===== src/tjp_pkg.sv =====
// shared types, register codes and constants of the two-joint position controller
package tjp_pkg;

  localparam int COUNT_WIDTH_DEF = 24;
  localparam int JOINTS_DEF      = 2;
  localparam int MAX_LANES       = 2;

  localparam int CFG_ADDR_W = 5;
  localparam int CFG_DATA_W = 32;

  typedef logic [2:0] reg_idx_t;
  localparam reg_idx_t REG_POS_GAIN    = 3'd0;
  localparam reg_idx_t REG_POWER_CAP   = 3'd1;
  localparam reg_idx_t REG_SPEED_LIMIT = 3'd2;
  localparam reg_idx_t REG_SPEED_GAIN  = 3'd3;
  localparam reg_idx_t REG_ACCEL_LIMIT = 3'd4;
  localparam reg_idx_t REG_ACCEL_GAIN  = 3'd5;

  localparam logic [15:0] POS_GAIN_RST    = 16'd10;
  localparam logic [6:0]  POWER_CAP_RST   = 7'd50;
  localparam logic [15:0] SPEED_LIMIT_RST = 16'd2;
  localparam logic [15:0] SPEED_GAIN_RST  = 16'd54211;
  localparam logic [15:0] ACCEL_LIMIT_RST = 16'd0;
  localparam logic [15:0] ACCEL_GAIN_RST  = 16'd10842;

  typedef struct packed {
    logic [15:0] pos_gain;
    logic [6:0]  power_cap;
    logic [15:0] speed_limit;
    logic [15:0] speed_gain;
    logic [15:0] accel_limit;
    logic [15:0] accel_gain;
  } cfg_t;

  typedef enum logic [1:0] {
    MODE_DRIVE = 2'd0,
    MODE_OFF   = 2'd1,
    MODE_BRAKE = 2'd2
  } mode_t;

  // load enables of the back-end pipeline stages
  typedef struct packed {
    logic s2;
    logic s3;
    logic s4;
    logic s5;
  } stage_en_t;

  localparam int          PCT_FRAC_BITS = 8;
  localparam logic [14:0] FULL_POWER    = 15'd25600;  // 100 percent in Q7.8
  localparam logic [7:0]  DUTY_MAX      = 8'd255;
  // floor(p * 255 / 25600) == (p * DUTY_MUL) >> DUTY_SHIFT for p up to full power
  localparam logic [20:0] DUTY_MUL      = 21'd1336935;
  localparam int          DUTY_SHIFT    = 27;

endpackage


===== src/tjp_cfg_regs.sv =====
// apb-style configuration register bank
module tjp_cfg_regs (
  input  logic                          clk,
  input  logic                          rst_n,
  input  logic                          psel,
  input  logic                          penable,
  input  logic                          pwrite,
  input  logic [tjp_pkg::CFG_ADDR_W-1:0] paddr,
  input  logic [tjp_pkg::CFG_DATA_W-1:0] pwdata,
  output logic [tjp_pkg::CFG_DATA_W-1:0] prdata,
  output logic                          pready,
  output tjp_pkg::cfg_t                 cfg
);
  import tjp_pkg::*;

  cfg_t     cfg_r;
  reg_idx_t idx;
  logic     wr;

  assign idx    = paddr[CFG_ADDR_W-1:2];
  assign wr     = psel && penable && pwrite;
  assign pready = 1'b1;
  assign cfg    = cfg_r;

  always_ff @(posedge clk) begin
    if (!rst_n) begin
      cfg_r.pos_gain    <= POS_GAIN_RST;
      cfg_r.power_cap   <= POWER_CAP_RST;
      cfg_r.speed_limit <= SPEED_LIMIT_RST;
      cfg_r.speed_gain  <= SPEED_GAIN_RST;
      cfg_r.accel_limit <= ACCEL_LIMIT_RST;
      cfg_r.accel_gain  <= ACCEL_GAIN_RST;
    end else if (wr) begin
      unique case (idx)
        REG_POS_GAIN:    cfg_r.pos_gain    <= pwdata[15:0];
        REG_POWER_CAP:   cfg_r.power_cap   <= pwdata[6:0];
        REG_SPEED_LIMIT: cfg_r.speed_limit <= pwdata[15:0];
        REG_SPEED_GAIN:  cfg_r.speed_gain  <= pwdata[15:0];
        REG_ACCEL_LIMIT: cfg_r.accel_limit <= pwdata[15:0];
        REG_ACCEL_GAIN:  cfg_r.accel_gain  <= pwdata[15:0];
        default: ;
      endcase
    end
  end

  always_comb begin
    unique case (idx)
      REG_POS_GAIN:    prdata = CFG_DATA_W'(cfg_r.pos_gain);
      REG_POWER_CAP:   prdata = CFG_DATA_W'(cfg_r.power_cap);
      REG_SPEED_LIMIT: prdata = CFG_DATA_W'(cfg_r.speed_limit);
      REG_SPEED_GAIN:  prdata = CFG_DATA_W'(cfg_r.speed_gain);
      REG_ACCEL_LIMIT: prdata = CFG_DATA_W'(cfg_r.accel_limit);
      REG_ACCEL_GAIN:  prdata = CFG_DATA_W'(cfg_r.accel_gain);
      default:         prdata = '0;
    endcase
  end

endmodule


===== config.mk =====
export PLATFORM = sky130hd
export DESIGN_NAME = tjp_cfg_regs
export DESIGN_NICKNAME = d
export VERILOG_FILES = /design/src/tjp_pkg.sv /design/src/tjp_cfg_regs.sv
export SDC_FILE = /design/constraint.sdc
export NUM_CORES = 1
export LEC_CHECK = 0
export BUFFER_PORTS_ARGS = -buffer_cell sky130_fd_sc_hd__clkbuf_2
export CAP_MARGIN = 20
export CORE_ASPECT_RATIO = 0.75
export CORE_MARGIN = 1.5
export CORE_UTILIZATION = 35
export CTS_BUF_LIST = sky130_fd_sc_hd__clkbuf_4
export CTS_CLUSTER_DIAMETER = 60
export DETAILED_ROUTE_END_ITERATION = 6
export HOLD_SLACK_MARGIN = 0.1
export SYNTH_ARGS = -nofsm -noshare
export SYNTH_HDL_FRONTEND = slang
export SYNTH_SLANG_ARGS = --single-unit

===== constraint.sdc =====
create_clock -name clk -period 2.1 [get_ports clk]
set_input_delay 0.42 -clock clk [delete_from_list [all_inputs] [get_ports clk]]
set_output_delay 0.42 -clock clk [all_outputs]
set_load 0.02 [all_outputs]

# Word level (Yosys, flattened, before mapping)
# Index checks and enable logic that the tools add are counted.
[totals]
register_bits = 87
inputBits = 42
out_inout_bits = 120
[op_classes]
n_eq_ne = 5
mux = 1
reduce_logical = 9
[ops]
columns = ["operator", "n"]
rows = [
  ["one-hot mux 16 bit (6 select lines)", 1],
  ["AND reduction 2 bit", 6],
  ["== test 3 x 2 -> 1 bit, second input constant", 2],
  ["== test 3 bit, second input constant", 2],
  ["== test 3 x 1 -> 1 bit, second input constant", 1],
  ["zero test 3 bit", 1],
  ["logical AND 1 bit", 2],
]

# Logic depth before layout (Yosys ltp)
[depth]
word_depth = 3
ltp_mapped = 6
ltp_nobuf = 3

# Worst setup path before layout
# Ideal clock, no wire load.
[synth_path]
path_kind = "input to output"
startpoint = "in paddr[3] (netlist bit)"
endpoint = "out prdata[11] (netlist bit)"
t_arrival_ns = 1.524
path_slack_ns = 0.156
cell_stages = 5
cell_sequence = "buf_4 -> nor2_1 -> clkbuf_1 -> a22oi_1 -> o221ai_1"
[synth_between]
elab_chain_len = 2
word_cells_on_any_way = 7
classes_between = "5 x eq/ne; 1 x mux; 1 x reduce/logical"
[synth_rtl]
columns = ["element", "line", "text"]
rows = [
  ["start, declared", "tjp_cfg_regs.sv:8", "input logic [tjp_pkg::CFG_ADDR_W-1:0] paddr,"],
  ["== test 3 bit, or another cell as far along", "tjp_cfg_regs.sv:47", "unique case (idx)"],
  ["one-hot mux 16 bit (6 select lines) (*)", "tjp_cfg_regs.sv:47", ""],
  ["end, declared", "tjp_cfg_regs.sv:10", "output logic [tjp_pkg::CFG_DATA_W-1:0] prdata,"],
]
# Mark *: on every way between the ends. The rest lies on a longest branch, timed or not.

# Final worst setup path
[layout_path]
startpoint = "in paddr[3] (netlist bit)"
endpoint = "out prdata[5] (netlist bit)"
# The elaborated chain is that of the path after synthesis.

==> impl_results.md <==
- Status: finished, final reports clean
- Sw Ratio: 25.4%
- Ports: about 160
- Core footprint: 0.0111 mm^2
- Logic pwr share: 11.8%
- Vias/cell: 5.18
- WL per Instance: 17.3 um
- GPL Wtd Cong: 0.860
- Worst skew pair latency: 430 ps
- Die area: 0.0123 mm^2
- CP endpoint kind: output pin
- CTS Buffer Depth: 2
- Max FFs per register: 87
- 1st-iter DRT viols: 192
- Highest Clock Rate: 501 MHz
- Internal power: 2420 uW
- Synthesized instance count: roughly 430
- Synth area leader: dfxtp_1
- Top post-synthesis cells by count: 90 x nand2_1, 87 x dfxtp_1, 81 x mux2i_1
- Worst hold start: pwdata[13]
- Final hold violation count: 0
- Adder-Cell Fraction of Synth Area: 0%
- Yosys warning total: 0
- Mux contribution to synthesized area: 23.2%
- RR Endpoint: cfg[49]
- Initial antenna violation count: 0
- CTS tree: yes
- Top-count cell post-synth: nand2_1
- Fin. max-slew vios: 0
- Buffers on Ports: around 130
- Synth Register Bits: 87
- Flop2flop setup slack: 1370 ps
- Final WL: 12.3 mm
- H-tree level count: 3
- Nets: slightly above 600
- Period utilization: 95.0%
- # diodes: 0
- Setup TNS: 0 ps
- Worst Path Arrival: approximately 1600 ps
- Vias in the first global route: 3,450
- Area contributors post-synth: dfxtp_1 43%, mux2i_1 20%, nand2_1 8.3%, buf_4 4.1%, o311ai_0 2.6%
- Root buffer cell: clkbuf_4
- Hold WC Path Type: input port to flip-flop
- Share of cells above drive strength 1: 33.9%
- Worst-path fanout max: 12
- Post-synth top area share: 42.7%
- Register-to-Register Path Depth: 2
- Die Span Y: 96.5 um
- Leakage: 0.00237 uW
- First-pass detailed-route iteration total: 5
- Global-route wire length before repair: 18.9 mm
- Die X: 128 um
- Mapped cell area: 0.00408 mm^2
- Register area share after synthesis: 42.7%
- Hpwl dp: 9.05 mm
- RSZ-0062 raised after global routing: no
- Starting Density: 36.6%
- Hold Path End: cfg[13]
- Final setup fails: 0
- Crit path launch type: input port
- NetSw: 823 uW
- Number of distinct library cells after synthesis: 35
- Via count: 3,692
- Clock power share: between 30% and 40%
- Clock Sinks: 87
- Synthesized area per cell: 9.39 um^2
- Reg power frac: 51.7%
- Area fraction in compound gates after synthesis: about an eighth
- CTS Buf Count: 9
- Min cycle time layout: 1990 ps
- Hold path depth: 3
- Synth Area in XOR/XNOR: 0%
- CP Data Required Time: 1680 ps
- Post-layout util: 46.3%
- Pwr Density: between 600 and 700 mW/mm^2
- Clock Skews: 0 ps
- Pin count of the biggest net entering global routing: between 40 and 50
- EDFF count, synth: 0
- Worst R2R Start: cfg[49]
- P&R area growth vs syn: 26.6%
- Grt total ovfl: 0
- Core Rows: 33
- WHS: 255 ps
- Main synth FF type: dfxtp_1
- GRT Overall Usage: 20.2%
- Pwr Total: 3240 uW
- Post-route ant nets: 0
- Setup bufs post-CTS: 0
- Main combinational cell family by area after synthesis: multiplexers
- DRC viols: 0
- Crit Path Class: input port to output pin
- Total of max-cap violations: 0
- Async SR Flop Fraction: 0%
- Clk pin slew, worst setup/hold paths: 130 ps
- Simple-gate share of the synthesized area: 12.5%
- Peak supply drop: 310 uV
## logic make-up (layout without fill, tap and decap cells)
logic type      Yosys count  in the layout
other cells               2             17
simple gates            116            116
buf+inv                  67            191
compound gates           71             71
flops                    87             87
mux                      91             91
## worst max-delay path, cell delays in order
cell	delay (ps)
clkbuf_4	200
buf_4	170
mux4_2	490
o2bb2ai_1	140
clkbuf_2	150
## worst max-delay path by stage
| stage | startpoint | to | cells past startpoint |
|---|---|---|---|
| floorplan | paddr[3] | prdata[11] | 5 |
| global route | cfg[79] | prdata[8] | 4 |
| global placement | paddr[3] | prdata[6] | 6 |
| CTS | paddr[3] | prdata[2] | 6 |
| finish | paddr[3] | prdata[5] | 5 |
| detailed placement | paddr[3] | prdata[2] | 6 |
## what timing repair did
action	4_1_cts	5_1_grt
hold buffers	0	0
setup endpoints to repair	0	9
resized for setup	0	7
## cell usage in the layout (no fill, tap or decap), drive strengths merged, types with 6 or more instances in the layout
cell and instances:
nor2b 7, o21ai 19, buf 38, inv 15, clkbuf 134, nor2 6
nand2 90, a22oi 12, dfxtp 87, mux2 8, o211ai 10, o221ai 8
o311ai 12, mux2i 81, conb 17
## layout make-up
class,instances,area (um^2)
tap,140,175
multi-input combinational,295,2030
clock buffer,11,82.6
fill,1075,5990
clock inverter,4,95.1
sequential,87,1740
inverter,15,56.3
timing repair buffer,161,971
## metal layers
metal  part of all wire [%]  vias up  track usage, %
li1                       -     1753               -
met1                     50     1766            29.0
met2                     43      165            31.1
met3                    6.8        8            4.46
met4                   0.67        0            4.31
met5                      0        -               0
## through the flow
| step | cells | cell area [um^2] | setup slack (ps) |
|---|---|---|---|
| after floorplan | 449 | 4130 | 156 |
| after global placement | 698 | 4970 | 14.4 |
| after detailed placement | 698 | 4970 | 7.78 |
| after CTS | 713 | 5150 | 2.63 |
| after global routing | 713 | 5160 | 5.50 |
| final | 713 | 5160 | 105 |
## power groups by stage
| stage | registers (uW) | clock network (uW) | logic [uW] |
|---|---|---|---|
| finish | 1680 | 1190 | 381 |
| global route | 1680 | 1280 | 413 |
| CTS | 1680 | 1210 | 381 |
| detailed placement | 1710 | 0 | 379 |
| global placement | 1710 | 0 | 376 |
| floorplan | 1730 | 0 | 238 |
No activity file was read; power rests on OpenSTA's default activity.
