`config.mk`:
```
export PLATFORM = sky130hd
export DESIGN_NAME = tjp_joint_front
export DESIGN_NICKNAME = d
export VERILOG_FILES = /design/src/tjp_pkg.sv /design/src/tjp_joint_front.sv
export SDC_FILE = /design/constraint.sdc
export NUM_CORES = 1
export LEC_CHECK = 0
export BUFFER_PORTS_ARGS = -buffer_cell sky130_fd_sc_hd__buf_4
export CORE_UTILIZATION = 31
export CTS_BUF_LIST = sky130_fd_sc_hd__clkbuf_4 sky130_fd_sc_hd__clkbuf_8
export DETAILED_ROUTE_END_ITERATION = 12
export GPL_ROUTABILITY_DRIVEN = 0
export PLACE_DENSITY = 0.53
export SLEW_MARGIN = 20
export SYNTH_ARGS = -nofsm -noshare
export SYNTH_HDL_FRONTEND = slang
export SYNTH_SLANG_ARGS = --single-unit
```
`constraint.sdc`:
```
create_clock -name clk -period 22.2 [get_ports clk]
set_input_delay 1.11 -clock clk [delete_from_list [all_inputs] [get_ports clk]]
set_output_delay 1.11 -clock clk [all_outputs]
set_load 0.005 [all_outputs]
```
`src/tjp_pkg.sv`:
```
// shared types, register codes and constants of the two-joint position controller
package tjp_pkg;

  localparam int COUNT_WIDTH_DEF = 24;
  localparam int JOINTS_DEF      = 2;
  localparam int MAX_LANES       = 2;

  localparam int CFG_ADDR_W = 5;
  localparam int CFG_DATA_W = 32;

  typedef logic [2:0] reg_idx_t;
  localparam reg_idx_t REG_POS_GAIN    = 3'd0;
  localparam reg_idx_t REG_POWER_CAP   = 3'd1;
  localparam reg_idx_t REG_SPEED_LIMIT = 3'd2;
  localparam reg_idx_t REG_SPEED_GAIN  = 3'd3;
  localparam reg_idx_t REG_ACCEL_LIMIT = 3'd4;
  localparam reg_idx_t REG_ACCEL_GAIN  = 3'd5;

  localparam logic [15:0] POS_GAIN_RST    = 16'd10;
  localparam logic [6:0]  POWER_CAP_RST   = 7'd50;
  localparam logic [15:0] SPEED_LIMIT_RST = 16'd2;
  localparam logic [15:0] SPEED_GAIN_RST  = 16'd54211;
  localparam logic [15:0] ACCEL_LIMIT_RST = 16'd0;
  localparam logic [15:0] ACCEL_GAIN_RST  = 16'd10842;

  typedef struct packed {
    logic [15:0] pos_gain;
    logic [6:0]  power_cap;
    logic [15:0] speed_limit;
    logic [15:0] speed_gain;
    logic [15:0] accel_limit;
    logic [15:0] accel_gain;
  } cfg_t;

  typedef enum logic [1:0] {
    MODE_DRIVE = 2'd0,
    MODE_OFF   = 2'd1,
    MODE_BRAKE = 2'd2
  } mode_t;

  // load enables of the back-end pipeline stages
  typedef struct packed {
    logic s2;
    logic s3;
    logic s4;
    logic s5;
  } stage_en_t;

  localparam int          PCT_FRAC_BITS = 8;
  localparam logic [14:0] FULL_POWER    = 15'd25600;  // 100 percent in Q7.8
  localparam logic [7:0]  DUTY_MAX      = 8'd255;
  // floor(p * 255 / 25600) == (p * DUTY_MUL) >> DUTY_SHIFT for p up to full power
  localparam logic [20:0] DUTY_MUL      = 21'd1336935;
  localparam int          DUTY_SHIFT    = 27;

endpackage

```
`src/tjp_joint_front.sv`:
```
// per-joint first stage: error, direction, speed/accel measurement and end-stop latch
module tjp_joint_front #(
  parameter int COUNT_WIDTH = tjp_pkg::COUNT_WIDTH_DEF
) (
  input  logic                          clk,
  input  logic                          rst_n,
  input  logic                          en,
  input  logic signed [COUNT_WIDTH-1:0] target,
  input  logic signed [COUNT_WIDTH-1:0] position,
  input  logic                          open_stop,
  input  logic                          closed_stop,
  input  logic                          tick,
  output logic [COUNT_WIDTH:0]          aerr,
  output logic                          fwd,
  output tjp_pkg::mode_t                mode,
  output logic [15:0]                   speed,
  output logic [15:0]                   accel
);
  import tjp_pkg::*;

  localparam int DW = (COUNT_WIDTH + 1 > 17) ? COUNT_WIDTH + 1 : 17;

  logic signed [COUNT_WIDTH-1:0] last_pos_r;
  logic [15:0]                   speed_r;   // also serves as the previous speed
  logic [15:0]                   accel_r;
  logic                          latch_r;
  logic [COUNT_WIDTH:0]          aerr_r;
  logic                          fwd_r;
  mode_t                         mode_r;

  logic signed [COUNT_WIDTH:0] err;
  logic signed [COUNT_WIDTH:0] dpos;
  logic [COUNT_WIDTH:0]        adpos;
  logic [DW-1:0]               adpos_w;
  logic [15:0]                 sp;
  logic [15:0]                 ac;
  logic                        err_fwd;
  logic                        hit;
  mode_t                       mode_nxt;

  always_comb begin
    err     = {target[COUNT_WIDTH-1], target} - {position[COUNT_WIDTH-1], position};
    err_fwd = !err[COUNT_WIDTH];
    dpos    = {position[COUNT_WIDTH-1], position} - {last_pos_r[COUNT_WIDTH-1], last_pos_r};
    adpos   = dpos[COUNT_WIDTH] ? $unsigned(-dpos) : $unsigned(dpos);
    adpos_w = DW'(adpos);
    sp      = (adpos_w > DW'(17'h0FFFF)) ? 16'hFFFF : adpos_w[15:0];
    ac      = (sp >= speed_r) ? sp - speed_r : speed_r - sp;
    // end stops are active low and only count in the moving direction
    hit     = (!open_stop && err_fwd) || (!closed_stop && !err_fwd);
    if (!hit) begin
      mode_nxt = MODE_DRIVE;
    end else if (latch_r) begin
      mode_nxt = MODE_OFF;
    end else begin
      mode_nxt = MODE_BRAKE;
    end
  end

  always_ff @(posedge clk) begin
    if (!rst_n) begin
      last_pos_r <= '0;
      speed_r    <= '0;
      accel_r    <= '0;
      latch_r    <= 1'b0;
    end else if (en) begin
      latch_r <= hit;
      if (tick) begin
        last_pos_r <= position;
        speed_r    <= sp;
        accel_r    <= ac;
      end
    end
  end

  always_ff @(posedge clk) begin
    if (en) begin
      aerr_r <= err_fwd ? $unsigned(err) : $unsigned(-err);
      fwd_r  <= err_fwd;
      mode_r <= mode_nxt;
    end
  end

  // the measurement state loads together with this stage, so it is the stage's value
  assign aerr  = aerr_r;
  assign fwd   = fwd_r;
  assign mode  = mode_r;
  assign speed = speed_r;
  assign accel = accel_r;

endmodule

```
# After elaboration in Yosys (flattened, before gate mapping)
# Index checks and enable logic that the tools add are counted.
classes:
  add_sub_neg: 6
  n_lt_le_gt_ge: 2
  n_mux: 5
  n_reduce_logical: 7
op_table:
  columns: ["operator", "n"]
  rows:
  - ["25-bit negator", 2]
  - ["24-bit by 24-bit subtractor with 25-bit output", 2]
  - ["16-bit 2-to-1 mux", 2]
  - ["16-bit subtractor", 2]
  - ["25-bit by 16-bit > comparator with 1-bit output, second input constant", 1]
  - ["25-bit 2-to-1 mux", 1]
  - ["24-bit 2-to-1 mux", 1]
  - ["16-bit >= comparator", 1]
  - ["1-bit logical NOT", 3]
  - ["1-bit logical AND", 2]
  - ["2-bit 2-to-1 mux", 1]
  - ["2-bit AND reduction", 1]
  - ["1-bit logical OR", 1]
word_totals:
  ff_bits: 85
  word_cells: 28

# Logic depth before layout (Yosys ltp)
logic_depth:
  word_depth: 7
  mapped_depth: 35
  depth_no_buf: 30

# Worst setup path before layout
# Ideal clock, no wire load.
synth_timing:
  path_type: "input-to-reg"
  start: "input position[0]"
  end: "register accel_r[12] (netlist: accel[12])"
  setup_time_ns: 0.117
  t_arrival_ns: 7.613
  setup_slack_ns: 14.469
  path_stages: 34
  cell_sequence: "inv_1 ha_1 fa_1 nand2b_1 a21oi_2 buf_4 nor3_1 a311oi_2 nand4_1 nor4_4 o2111ai_1 a211oi_1 o2111ai_2 nor3_1 buf_2 and2_1 ha_1 inv_1 fa_1 a21o_1 a21oi_1 o21bai_1 a21oi_1 o21ai_0 a21o_1 a21oi_1 nor4b_1 o31a_1 clkbuf_1 buf_2 nand2_1 a21oi_1 mux2i_1 a32o_1"
synth_between:
  elab_chain_cells: 7
  elab_cells_between_ends: 9
  cone_classes: "add/sub (4); order compare (2); mux (3)"
synth_lines:
  columns: ["item", "line_no", "source"]
  rows:
  - ["start: declaration", "tjp_joint_front.sv:9", "input logic signed [COUNT_WIDTH-1:0] position,"]
  - ["24-bit by 24-bit subtractor with 25-bit output (*)", "tjp_joint_front.sv:44", "dpos = {position[COUNT_WIDTH-1], position} - {last_pos_r[COUNT_WIDTH-1], last_pos_r};"]
  - ["25-bit negator", "tjp_joint_front.sv:45", "adpos = dpos[COUNT_WIDTH] ? $unsigned(-dpos) : $unsigned(dpos);"]
  - ["25-bit 2-to-1 mux (*)", "tjp_joint_front.sv:45", null]
  - ["25-bit by 16-bit > comparator with 1-bit output", "tjp_joint_front.sv:47", "sp = (adpos_w > DW'(17'h0FFFF)) ? 16'hFFFF : adpos_w[15:0];"]
  - ["16-bit 2-to-1 mux (*)", "tjp_joint_front.sv:47", null]
  - ["16-bit subtractor / 16-bit >= comparator (equally long branches)", "tjp_joint_front.sv:48", "ac = (sp >= speed_r) ? sp - speed_r : speed_r - sp;"]
  - ["16-bit 2-to-1 mux (*)", "tjp_joint_front.sv:48", null]
  - ["end signal: assignment", "tjp_joint_front.sv:64", "accel_r <= '0;"]
  - ["end signal: assignment", "tjp_joint_front.sv:71", "accel_r <= ac;"]
  - ["end: declaration", "tjp_joint_front.sv:25", "logic [15:0] accel_r;"]
# Every way passes the cells marked *; elsewhere a longest branch is shown, timed or not.
# A chain may end at the register's enable or synchronous reset.

# Final worst setup path
layout_timing:
  start: "input position[0]"
  end: "register accel_r[14] (netlist: accel[14])"
# Same word-level chain as after synthesis.

==> metrics <==
status=finished, final reports clean; Vias/cell=approximately 5.3; Max Clk Rate=111 MHz; CTS Sinks=85; final WL=25800 µm; CP bufs+invs=3; Worst setup startpoint=position[0]; delay-heaviest family, CP=compound AO/OA/AOI/OAI gates; pwr/cell area=52.8 nW/µm²; Adder-Cell Fraction of Synth Area=10.9%; DR DRC count=0; worst-path fanout max=18; DP HPWL=20400 µm; Reg2Reg Capture Point=accel[14]; CTS tree=yes; Antenna diodes=0; Overflow after GRT=0; Core Box Area=28600 µm²; largest family of logic cells by synthesized area=compound AO/OA/AOI/OAI gates; Detailed Routing Iterations Pass 1=5; post-synthesis compound-gate area fraction=28.6%; Pleak=4.31 nW; critical setup path kind=in2reg; Final Util=36.1%; final setup fails=0; I/O pin count=~110; CP startpoint kind=input port; CP most frequent cell=a21oi_1; Final period util=40.6%; final max-slew violation count=0; RSZ-0062 raised after global routing=false; Area growth syn-to-layout=14.7%; initial antenna violation count=0; reg-to-reg startpoint=last_pos_r[0]; Synth top area share=12.7%; largest net degree at the start of global routing=87; slowest cell on the critical path=o31a_1; Post-Syn Nets=around 1300; measured slew at the worst slew-check pin=858 ps; # hold bufs at CTS=0; Worst-path clk slew=~90 ps; Yosys top cell by area=dfxtp_1; Starting Density=31.5%; Buffers on Ports=between 100 and 150; R2R cell count=29; Worst Hold End=last_pos_r[9]; Final #Nets=1378; Max stage delay on crit path=720 ps; worst skew pair latency=390 ps; # rows=62; Layout fillers=3001; HP Start=last_pos_r[9]; Req. time, crit path=22490 ps; Routed Antenna Nets=0; die area=between 20000 and 30000 µm²; final hold vios=0; post-synth cell types=around 90; CP Capture Type=register; Crit path arrival time=9310 ps; post-synthesis sequential element count=85; asr flop ratio synth=0%; vias in the first global route=8157; Syn Area/Cell=7.67 µm²; share of post-route cells with drive strength above 1=13.9%; Max Cap Viol=0; initial drt markers=521; # resized after CTS=0; setup slack, reg-to-reg=13770 ps; fin crit period=9010 ps; Max clock buf depth=2; Synth Flop Type=dfxtp_1; Post-Synth Simple-Gate Area=23.0%; relative slew slack=42.0%; hold slack=471 ps; worst min-delay path class=reg2reg; Yosys warnings=0; multiplexer area fraction after synthesis=1.25%; Vias=8652; Post-CTS Setup Bufs=0; CTS buffer count=9; first-pass GRT wire length=roughly 42000 µm; Worst VDD drop=between 0.00002 and 0.00003 V; wire length per cell=15.8 µm; Worst Clk Skew=26.9 ps; hold path depth=2; XOR/XNOR Fraction of Synth Area=6.80%; Root Driver=clkbuf_8; Design Power=0.547 mW; height of the die=173 µm; synthesized cell area=roughly 9000 µm²; register area share after synthesis=roughly 22%; Post-Synthesis Cells=roughly 1200; Die X-Extent=173 µm; synth top area cells=dfxtp_1 13%, ha_1 10%, edfxtp_1 9.3%; GR Util All Layers=17.2%; setup TNS=0 ps; EDFF count, synth=28; CTS H-tree lvls=3
[worst max path at each step]
stage                            to  slack (ps)  cells past startpoint
after floorplan           accel[12]       14470                     34
after global placement    accel[15]       13140                     31
after detailed placement  accel[14]       12960                     31
after CTS                 accel[14]       13300                     31
after global routing      accel[15]       12530                     31
final                     accel[14]       13190                     31
[synthesized netlist by cell type, types with 12 or more instances]
library cell / instances
o21ai_0: 57
clkbuf_1: 37
dfxtp_1: 57
a21boi_0: 25
o211a_1: 23
a21o_1: 29
nand3_1: 44
or3_1: 12
a21oi_1: 73
nand4_1: 23
a211oi_1: 13
nand2_1: 127
buf_2: 13
a31oi_1: 12
inv_1: 112
and3_1: 13
xnor2_1: 42
edfxtp_1: 28
ha_1: 74
nor3_1: 33
and2_1: 19
xor2_1: 28
nor2_1: 73
o211ai_1: 17
[metal layers]
layer	global-route usage, %	part of all wire [%]	wire (µm)
met1	23.8	50	12800
met2	27.6	44	11300
met3	2.79	4.8	1240
met4	4.43	1.6	419
met5	0	0	0
[per-stage QoR]
stage	instances	setup slack [ps]	area, µm²
2_1_floorplan	1175	14470	9020
3_3_place_gp	1620	13140	10200
3_5_place_dp	1620	12960	10200
4_1_cts	1636	13300	10300
5_1_grt	1636	12530	10300
6_report	1636	13190	10300
[area by class of cell]
cell class	instances	area, µm²	area share [%]
flip-flops and latches	85	1980	19.2
clock buffers	9	124	1.20
clock inverters	7	56.3	0.544
well taps	384	480	4.65
multi-input cells	921	6390	61.8
repair buffers	118	886	8.57
inverters	112	420	4.06
[state kept, by name, summed over array words and instances, names as in the netlist]
register / count
aerr: 25
last_pos_r: 24
accel: 16
speed: 16
mode: 2
fwd: 1
latch_r: 1
[tightest hold or removal path, stage by stage, from the launching register on]
cell	delay [ps]
dfxtp_1	320
nand2_1	50
a21boi_0	60
[cells in the final DEF, fill, tap and decap left out, types with 6 or more instances in the layout]
cell	count
a211oi_1	13
a21boi_0	25
a21o_1	29
a21oi_1	73
a221oi_1	6
a31oi_1	12
and2_1	18
and3_1	13
buf_4	118
clkbuf_8	9
dfxtp_1	57
edfxtp_1	28
ha_1	74
inv_1	112
mux2i_1	9
nand2_1	127
nand2b_1	11
nand3_1	44
nand4_1	23
nor2_1	73
nor2b_1	7
nor3_1	32
nor4_1	10
o2111ai_1	6
o211a_1	23
o211ai_1	17
o21a_1	8
o21ai_0	57
o31a_1	6
o31ai_1	6
or2_2	6
or3_1	12
xnor2_1	42
xor2_1	28
[kinds of logic after synthesis]
kind of cell	after synthesis
buf+inv	169
simple gates	410
mux	11
xor+xnor	70
flops	85
fa+ha+maj	77
compound gates	353
[where the power goes]
| group | internal [mW] | switching, mW |
|---|---|---|
| registers | 0.182 | 0.00768 |
| logic | 0.102 | 0.145 |
| clock network | 0.0424 | 0.0682 |
Note: power is estimated with default switching activity, not from simulation.
