===== src/tjp_pkg.sv =====
// shared types, register codes and constants of the two-joint position controller
package tjp_pkg;

  localparam int COUNT_WIDTH_DEF = 24;
  localparam int JOINTS_DEF      = 2;
  localparam int MAX_LANES       = 2;

  localparam int CFG_ADDR_W = 5;
  localparam int CFG_DATA_W = 32;

  typedef logic [2:0] reg_idx_t;
  localparam reg_idx_t REG_POS_GAIN    = 3'd0;
  localparam reg_idx_t REG_POWER_CAP   = 3'd1;
  localparam reg_idx_t REG_SPEED_LIMIT = 3'd2;
  localparam reg_idx_t REG_SPEED_GAIN  = 3'd3;
  localparam reg_idx_t REG_ACCEL_LIMIT = 3'd4;
  localparam reg_idx_t REG_ACCEL_GAIN  = 3'd5;

  localparam logic [15:0] POS_GAIN_RST    = 16'd10;
  localparam logic [6:0]  POWER_CAP_RST   = 7'd50;
  localparam logic [15:0] SPEED_LIMIT_RST = 16'd2;
  localparam logic [15:0] SPEED_GAIN_RST  = 16'd54211;
  localparam logic [15:0] ACCEL_LIMIT_RST = 16'd0;
  localparam logic [15:0] ACCEL_GAIN_RST  = 16'd10842;

  typedef struct packed {
    logic [15:0] pos_gain;
    logic [6:0]  power_cap;
    logic [15:0] speed_limit;
    logic [15:0] speed_gain;
    logic [15:0] accel_limit;
    logic [15:0] accel_gain;
  } cfg_t;

  typedef enum logic [1:0] {
    MODE_DRIVE = 2'd0,
    MODE_OFF   = 2'd1,
    MODE_BRAKE = 2'd2
  } mode_t;

  // load enables of the back-end pipeline stages
  typedef struct packed {
    logic s2;
    logic s3;
    logic s4;
    logic s5;
  } stage_en_t;

  localparam int          PCT_FRAC_BITS = 8;
  localparam logic [14:0] FULL_POWER    = 15'd25600;  // 100 percent in Q7.8
  localparam logic [7:0]  DUTY_MAX      = 8'd255;
  // floor(p * 255 / 25600) == (p * DUTY_MUL) >> DUTY_SHIFT for p up to full power
  localparam logic [20:0] DUTY_MUL      = 21'd1336935;
  localparam int          DUTY_SHIFT    = 27;

endpackage


===== src/tjp_joint_power.sv =====
// per-joint back end: gain products, cap, rate penalties, clamp and duty scaling
module tjp_joint_power #(
  parameter int COUNT_WIDTH = tjp_pkg::COUNT_WIDTH_DEF
) (
  input  logic                 clk,
  input  tjp_pkg::stage_en_t   en,
  input  tjp_pkg::cfg_t        cfg,
  input  logic [COUNT_WIDTH:0] aerr,
  input  logic                 fwd,
  input  tjp_pkg::mode_t       mode,
  input  logic [15:0]          speed,
  input  logic [15:0]          accel,
  output logic                 fwd_o,
  output logic [7:0]           duty_o,
  output tjp_pkg::mode_t       mode_o,
  output logic                 slim_o,
  output logic                 alim_o
);
  import tjp_pkg::*;

  localparam int PW = COUNT_WIDTH + 17;
  localparam int SW = 34;

  // stage 2
  logic [PW-1:0] p0_r;
  logic [31:0]   spen_r;
  logic [31:0]   apen_r;
  logic          fwd2_r, slim2_r, alim2_r;
  mode_t         mode2_r;
  // stage 3
  logic [14:0]   p0c_r;
  logic [32:0]   pen_r;
  logic          fwd3_r, slim3_r, alim3_r;
  mode_t         mode3_r;
  // stage 4
  logic [14:0]   pcl_r;
  logic          fwd4_r, slim4_r, alim4_r;
  mode_t         mode4_r;
  // result
  logic [7:0]    duty_r;
  logic          fwd5_r, slim5_r, alim5_r;
  mode_t         mode5_r;

  logic              slim, alim;
  logic [14:0]       capq;
  logic signed [SW-1:0] diff;
  logic [14:0]       pcl;
  logic [35:0]       prod;
  logic [7:0]        duty;

  assign slim = speed > cfg.speed_limit;
  assign alim = accel > cfg.accel_limit;
  assign capq = {cfg.power_cap, {PCT_FRAC_BITS{1'b0}}};

  always_ff @(posedge clk) begin
    if (en.s2) begin
      p0_r    <= PW'(cfg.pos_gain) * PW'(aerr);
      spen_r  <= slim ? 32'(cfg.speed_gain) * 32'(speed - cfg.speed_limit) : '0;
      apen_r  <= alim ? 32'(cfg.accel_gain) * 32'(accel - cfg.accel_limit) : '0;
      slim2_r <= slim;
      alim2_r <= alim;
      fwd2_r  <= fwd;
      mode2_r <= mode;
    end
  end

  always_ff @(posedge clk) begin
    if (en.s3) begin
      p0c_r   <= (p0_r > PW'(capq)) ? capq : p0_r[14:0];
      pen_r   <= 33'(spen_r) + 33'(apen_r);
      slim3_r <= slim2_r;
      alim3_r <= alim2_r;
      fwd3_r  <= fwd2_r;
      mode3_r <= mode2_r;
    end
  end

  always_comb begin
    diff = $signed(SW'(p0c_r)) - $signed(SW'(pen_r));
    if (diff[SW-1]) begin
      pcl = '0;
    end else if (diff > $signed(SW'(FULL_POWER))) begin
      pcl = FULL_POWER;
    end else begin
      pcl = diff[14:0];
    end
  end

  always_ff @(posedge clk) begin
    if (en.s4) begin
      pcl_r   <= pcl;
      slim4_r <= slim3_r;
      alim4_r <= alim3_r;
      fwd4_r  <= fwd3_r;
      mode4_r <= mode3_r;
    end
  end

  always_comb begin
    prod = 36'(pcl_r) * 36'(DUTY_MUL);
    unique case (mode4_r)
      MODE_BRAKE: duty = DUTY_MAX;
      MODE_OFF:   duty = '0;
      default:    duty = prod[DUTY_SHIFT +: 8];
    endcase
  end

  always_ff @(posedge clk) begin
    if (en.s5) begin
      duty_r  <= duty;
      slim5_r <= slim4_r;
      alim5_r <= alim4_r;
      fwd5_r  <= fwd4_r;
      mode5_r <= mode4_r;
    end
  end

  assign fwd_o  = fwd5_r;
  assign duty_o = duty_r;
  assign mode_o = mode5_r;
  assign slim_o = slim5_r;
  assign alim_o = alim5_r;

endmodule


===== config.mk =====
export PLATFORM = sky130hd
export DESIGN_NAME = tjp_joint_power
export DESIGN_NICKNAME = d
export VERILOG_FILES = /design/src/tjp_pkg.sv /design/src/tjp_joint_power.sv
export SDC_FILE = /design/constraint.sdc
export NUM_CORES = 2
export LEC_CHECK = 0
export ABC_AREA = 1
export BUFFER_PORTS_ARGS = -buffer_cell sky130_fd_sc_hd__buf_4
export CAP_MARGIN = 20
export CORE_ASPECT_RATIO = 1.1
export CORE_MARGIN = 2
export CORE_UTILIZATION = 58
export DETAILED_ROUTE_END_ITERATION = 10
export GPL_TIMING_DRIVEN = 1
export PLACE_DENSITY_LB_ADDON = 0.3
export SETUP_SLACK_MARGIN = 0.2
export SLEW_MARGIN = 20
export SYNTH_ARGS = -nofsm -noshare
export SYNTH_HDL_FRONTEND = slang
export SYNTH_SLANG_ARGS = --single-unit

===== constraint.sdc =====
create_clock -name clk -period 6.9 [get_ports clk]
set_clock_uncertainty 0.1 [all_clocks]
set_input_delay 0.69 -clock clk [delete_from_list [all_inputs] [get_ports clk]]
set_output_delay 0.69 -clock clk [all_outputs]
set_load 0.005 [all_outputs]

; ---- Word level (Yosys, flattened, before mapping)
; Index checks and enable logic that the tools add are counted.
[word_totals]
reg_bits = 196
in_bits = 152
word_cells = 43
[op_classes]
reduce_logical = 1
n_eq_ne = 2
order_cmp = 4
n_mul = 4
muxes = 3
addsub = 4
[ops]
columns = cell, n
row1 = 17-bit by 17-bit multiplier with 32-bit output, 2
row2 = 41-bit by 15-bit > comparator with 1-bit output, 1
row3 = 16-bit by 25-bit multiplier with 41-bit output, 1
row4 = 15-bit by 21-bit multiplier with 35-bit output (second input constant), 1
row5 = 34-bit by 16-bit > comparator with 1-bit output (second input constant), 1
row6 = 15-bit by 33-bit subtractor with 34-bit output, 1
row7 = 16-bit by 16-bit subtractor with 17-bit output, 2
row8 = 32-bit by 32-bit adder with 33-bit output, 1
row9 = 16-bit > comparator, 2
row10 = 15-bit 2-to-1 mux, 2
row11 = 8-bit case mux with 2 select lines, 1
row12 = 2-bit by 1-bit == test with 1-bit output (second input constant), 1
row13 = 2-bit == test (second input constant), 1
row14 = 2-bit OR reduction, 1

; ---- Longest topological paths before layout
[depth]
word_depth = 3
mapped_depth = 44
depth_no_buf = 43

; ---- Least setup slack after synthesis
; No wires, ideal clock.
[synth_path]
path_type = input to register
start = input port accel[0]
end = register apen_r[31] (data pin)
t_required_ps = 6547
arrival_ps = 7063
path_buffers = 1
setup_slack_ps = -516
stages = 40
path_cell_list = inv_1 -> ha_1 -> fa_1 -> or2_1 -> nand2_1 -> o21ai_1 -> inv_1 -> a21o_1 -> nand3_1 -> nand2_1 -> or2_2 -> nand2_1 -> inv_1 -> clkbuf_1 -> nand2_1 -> fa_1 -> inv_1 -> fa_1 -> [... 4 more ...] -> fa_1 -> inv_1 -> fa_1 -> inv_1 -> ha_1 -> nand2_1 -> o21ai_0 -> inv_1 -> o21ai_0 -> nand2_1 -> nand3_1 -> nand2_1 -> nand2_1 -> nand2_1 -> o311ai_0 -> nand2_1 -> nand2_1 -> nor2_1
[synth_between]
elab_chain_cells = 2
elab_cells_between_ends = 3
classes_between = add/sub: 1 / mul: 1 / order compare: 1
[synth_rtl]
columns = element, line_no
row1 = from (decl), tjp_joint_power.sv:12  ; input logic [15:0] accel,
row2 = 16-bit by 16-bit subtractor with 17-bit output, tjp_joint_power.sv:59  ; apen_r <= alim ? 32'(cfg.accel_gain) * 32'(accel - cfg.accel_limit) : '0;
row3 = 17-bit by 17-bit multiplier with 32-bit output, tjp_joint_power.sv:59
row4 = to (signal assigned), tjp_joint_power.sv:59
row5 = to (decl), tjp_joint_power.sv:27  ; logic [31:0] apen_r;
; Several ways; a longest one is shown, not always the timed one.
; A chain may end at the register's enable or synchronous reset.

; ---- Final worst setup path
[layout_path]
start = input port accel[2]
end = register apen_r[31] (data pin)
; The elaborated chain is that of the path after synthesis.

==> results.md <==
- The routed via count divided by cell count is 5.38.
- The required time at the worst-slack endpoint is 7.02 ns.
- The top layer used by detailed routing is met4.
- From synthesis to final layout, the design area changed by 16.4%.
- The number of top-level pins is 165.
- Sorting the synthesized cells by area gives the leading types as sky130_fd_sc_hd__fa_1 (35%), sky130_fd_sc_hd__ha_1 (15%), sky130_fd_sc_hd__edfxtp_1 (12%), sky130_fd_sc_hd__inv_1 (11%), sky130_fd_sc_hd__nand2_1 (9.2%).
- The TritonCTS sink count is 196.
- The final worst slack is -0.0993 ns.
- The overall via count from detail_route is 39,345.
- The cell area after technology mapping is 0.0475 mm^2.
- The tightest min-delay check is of the in -> reg type.
- The effective utilization at floorplan is 58.3%.
- After global routing the overflow that remains totals 0.
- The clock latency on the worst-skew pair is 0.46 ns.
- The worst-case setup slack after placement is -0.768 ns.
- The number of enable-type register cells in the synthesized netlist is 196.
- The detailed route wirelength on metal2 is 65,500 um.
- At the pin with the least slew margin, the transition time is 0.932 ns.
- After clock tree synthesis, the clock-pin slew on the worst setup and hold paths is 0.08 ns.
- The core footprint is 0.0815 mm^2.
- The first detailed-routing pass took 5 iterations.
- The largest single stage delay on the critical path is 0.58 ns.
- The number of buffers added by the clock tree synthesis step is 17.
- The largest area contributor in the synthesized netlist is sky130_fd_sc_hd__fa_1.
- The largest fanout of any net on the critical path is 4.
- The total of hold buffers inserted after clock tree synthesis is 0.
- The TritonCTS clock tree is done.
- In the synthesized netlist the async set-or-reset flop fraction comes to 0%.
- The count of different cell masters after synthesis is 59.
- From bottom edge to top edge, the die measures 304 um.
- Setup violations remaining at the end of the flow were counted as 11.
- Counting instances in the post-synthesis netlist gives the leading cell types as sky130_fd_sc_hd__inv_1 (1,434), sky130_fd_sc_hd__nand2_1 (1,162), sky130_fd_sc_hd__fa_1 (824).
- The first global-routing pass estimated 207,000 um of wire.
- The run finished, with violations left.
- The number of slew-limit violations in the final report is 0.
- The number of nets in the layout is 7,777.
- The final reports fail on setup timing.
- The number of cell rows is 110.
- The via count of the first global-routing pass is 41,971.
- The fraction of final layout cells with drive strength greater than 1 is 16.9%.
- The chip width is 277 um.
- The repair_antennas step left the layout with diodes totalling 0.
- The routability-driven placement congestion ratio is 0.986.
- The number of antenna violations at the first check in global routing is 2.
- The startpoint of the most critical hold path is mode[0].
- The summed negative setup slack over all endpoints is -0.606 ns.
- The routed wirelength normalized by instance count is 17.4 um.
- The part of the Yosys area used for sequential elements is 12.4%.
- The period utilization is 101%.
- The H-tree generated during clock tree synthesis spans 4 levels.
- The shortest period the worst path allows is 7.00 ns.
- The share of synthesized area in the top cell type comes to 34.8%.
- By instance count, the leading cell after synthesis is sky130_fd_sc_hd__inv_1.
- In this run the remaining antenna-violating nets after routing total 0.
- The average footprint of a synthesized cell is 8.19 um^2.
- Cells fill 67.8% of the core in the end.
- The upper clock frequency limit is 0.143 GHz.
- The clock tree root driver cell is sky130_fd_sc_hd__clkbuf_16.
- After detailed routing, the wire length on met1 is 49,300 um.
- The HPWL after detailed placement is 107,000 um.
- In this run, the number of DRC markers left after iteration 0 of detailed routing was 2,386.
- STA classifies the critical path startpoint as a primary input.
- The clock passes through at most 2 buffers.
- The most numerous cell on the critical path is sky130_fd_sc_hd__nand2_1.
- Setup repair after global routing could not meet its margin everywhere.
- Wires add up to 127,000 um.
- The yosys synthesis warning count is 0.
- The die covers 0.0841 mm^2.
- The startpoint of the most critical setup path is accel[2].
- The number of port buffers is 164.
- The worst register-to-register path begins at pcl_r[7].
- STA classifies the critical path endpoint as a flop.
- The headroom to the max-slew limit is 37.9%.
- The critical path is of the in -> reg type.
- The leading register cell type out of synthesis is sky130_fd_sc_hd__edfxtp_1.
- The largest individual stage delay along the critical path comes from the cell sky130_fd_sc_hd__fa_1.
- Entering global routing, the biggest net connects 72 pins.
- The number of storage elements in the synthesis netlist is 196.
- The max-cap check violation count is 0.
- After detailed routing, the number of remaining DRC violations is 0.
- The critical path's top delay family is adder cells.
- In the detailed route, the total length drawn on met3 is 6990 um.
- Counting every instance in the synthesized netlist gives 5,793.
- The data arrival time of the worst path is 7.12 ns.
- The number of buffers and inverters on the critical path is 7.
- The global-route usage over all layers is 30.6%.
- When the netlist entered floorplanning its net count stood at 7,338.
- Hold is met by 0.311 ns.
- The count of endpoints failing hold in the final timing report came to 0.
==> layout by cell type (no fill, tap or decap), types with 19 or more instances in the layout <==
| cell | Yosys | final |
|---|---|---|
| sky130_fd_sc_hd__ha_1 | 569 | 533 |
| sky130_fd_sc_hd__nand2_1 | 1162 | 1087 |
| sky130_fd_sc_hd__a31oi_1 | 22 | 19 |
| sky130_fd_sc_hd__buf_6 | 1 | 34 |
| sky130_fd_sc_hd__inv_1 | 1434 | 1377 |
| sky130_fd_sc_hd__or2_2 | 36 | 24 |
| sky130_fd_sc_hd__nor2_2 | 17 | 37 |
| sky130_fd_sc_hd__nand2_2 | 16 | 66 |
| sky130_fd_sc_hd__nand4_1 | 40 | 40 |
| sky130_fd_sc_hd__buf_4 | 0 | 538 |
| sky130_fd_sc_hd__fa_1 | 824 | 807 |
| sky130_fd_sc_hd__xor2_1 | 76 | 73 |
| sky130_fd_sc_hd__nor3_1 | 33 | 28 |
| sky130_fd_sc_hd__o21ai_0 | 121 | 96 |
| sky130_fd_sc_hd__nand3_1 | 136 | 122 |
| sky130_fd_sc_hd__nor2_1 | 501 | 468 |
| sky130_fd_sc_hd__nand2_4 | 2 | 26 |
| sky130_fd_sc_hd__edfxtp_1 | 196 | 196 |
| sky130_fd_sc_hd__xnor2_1 | 42 | 40 |
| sky130_fd_sc_hd__a21oi_1 | 230 | 176 |
| sky130_fd_sc_hd__ha_4 | 0 | 33 |
| sky130_fd_sc_hd__a21oi_2 | 3 | 39 |
| sky130_fd_sc_hd__inv_2 | 9 | 50 |
==> cells by family after synthesis <==
family,synth area share (%)
flip-flops,12.4
buffers and inverters,12.8
AO/OA/AOI/OAI,5.66
XOR/XNOR,2.18
adder cells (fa/ha/maj),49.8
AND/OR/NAND/NOR,17.2
==> layout make-up <==
class / instances / area (um^2)
Clock inverter: 15 / 165
Sequential cell: 196 / 5890
Timing Repair Buffer: 581 / 4590
Tap cell: 1064 / 1330
Multi-Input combinational cell: 3977 / 37300
Fill cell: 6612 / 26200
Clock buffer: 17 / 425
Inverter: 1459 / 5560
==> routing by layer <==
metal / up-vias / GRT usage (%)
li1: 18359 / -
met1: 19266 / 37.5
met2: 1359 / 55.9
met3: 361 / 3.09
met4: 0 / 11.2
met5: - / 0
==> stage by stage <==
stage / cells / area [um^2]
after global routing: 7309 / 55200
after CTS: 7278 / 54200
after global placement: 7211 / 52600
after detailed placement: 7211 / 52600
final: 7309 / 55200
after floorplan: 5793 / 48000
==> repair_timing <==
item                                    CTS  global route
pin swaps                               100           117
endpoints found under the setup margin   35            41
resized for setup                       171           224
setup buffers                            35            31
gates cloned                              0             0
endpoints found under the hold margin     0             0
==> path summary, 6_finish.rpt <==
path | to | slack, ns | depth (start not counted)
hold reg to reg | alim3_r | 0.32 | 0
hold / removal | mode2_r[0] | 0.31 | 1
setup / recovery | apen_r[31] | -0.1 | 41
setup reg to reg | duty_o[7] | 1.17 | 20
==> registers in the layout, summed over array words and instances (netlist names), 2 cells and up <==
signal / flops
p0_r: 41
p0c_r: 15
spen_r: 32
mode2_r: 2
mode4_r: 2
mode3_r: 2
apen_r: 32
pen_r: 33
mode_o: 2
duty_o: 8
pcl_r: 15
Power is left out: the tool's default activity adds up to more than one toggle a clock period on the data nets, which glitch-free logic cannot reach.
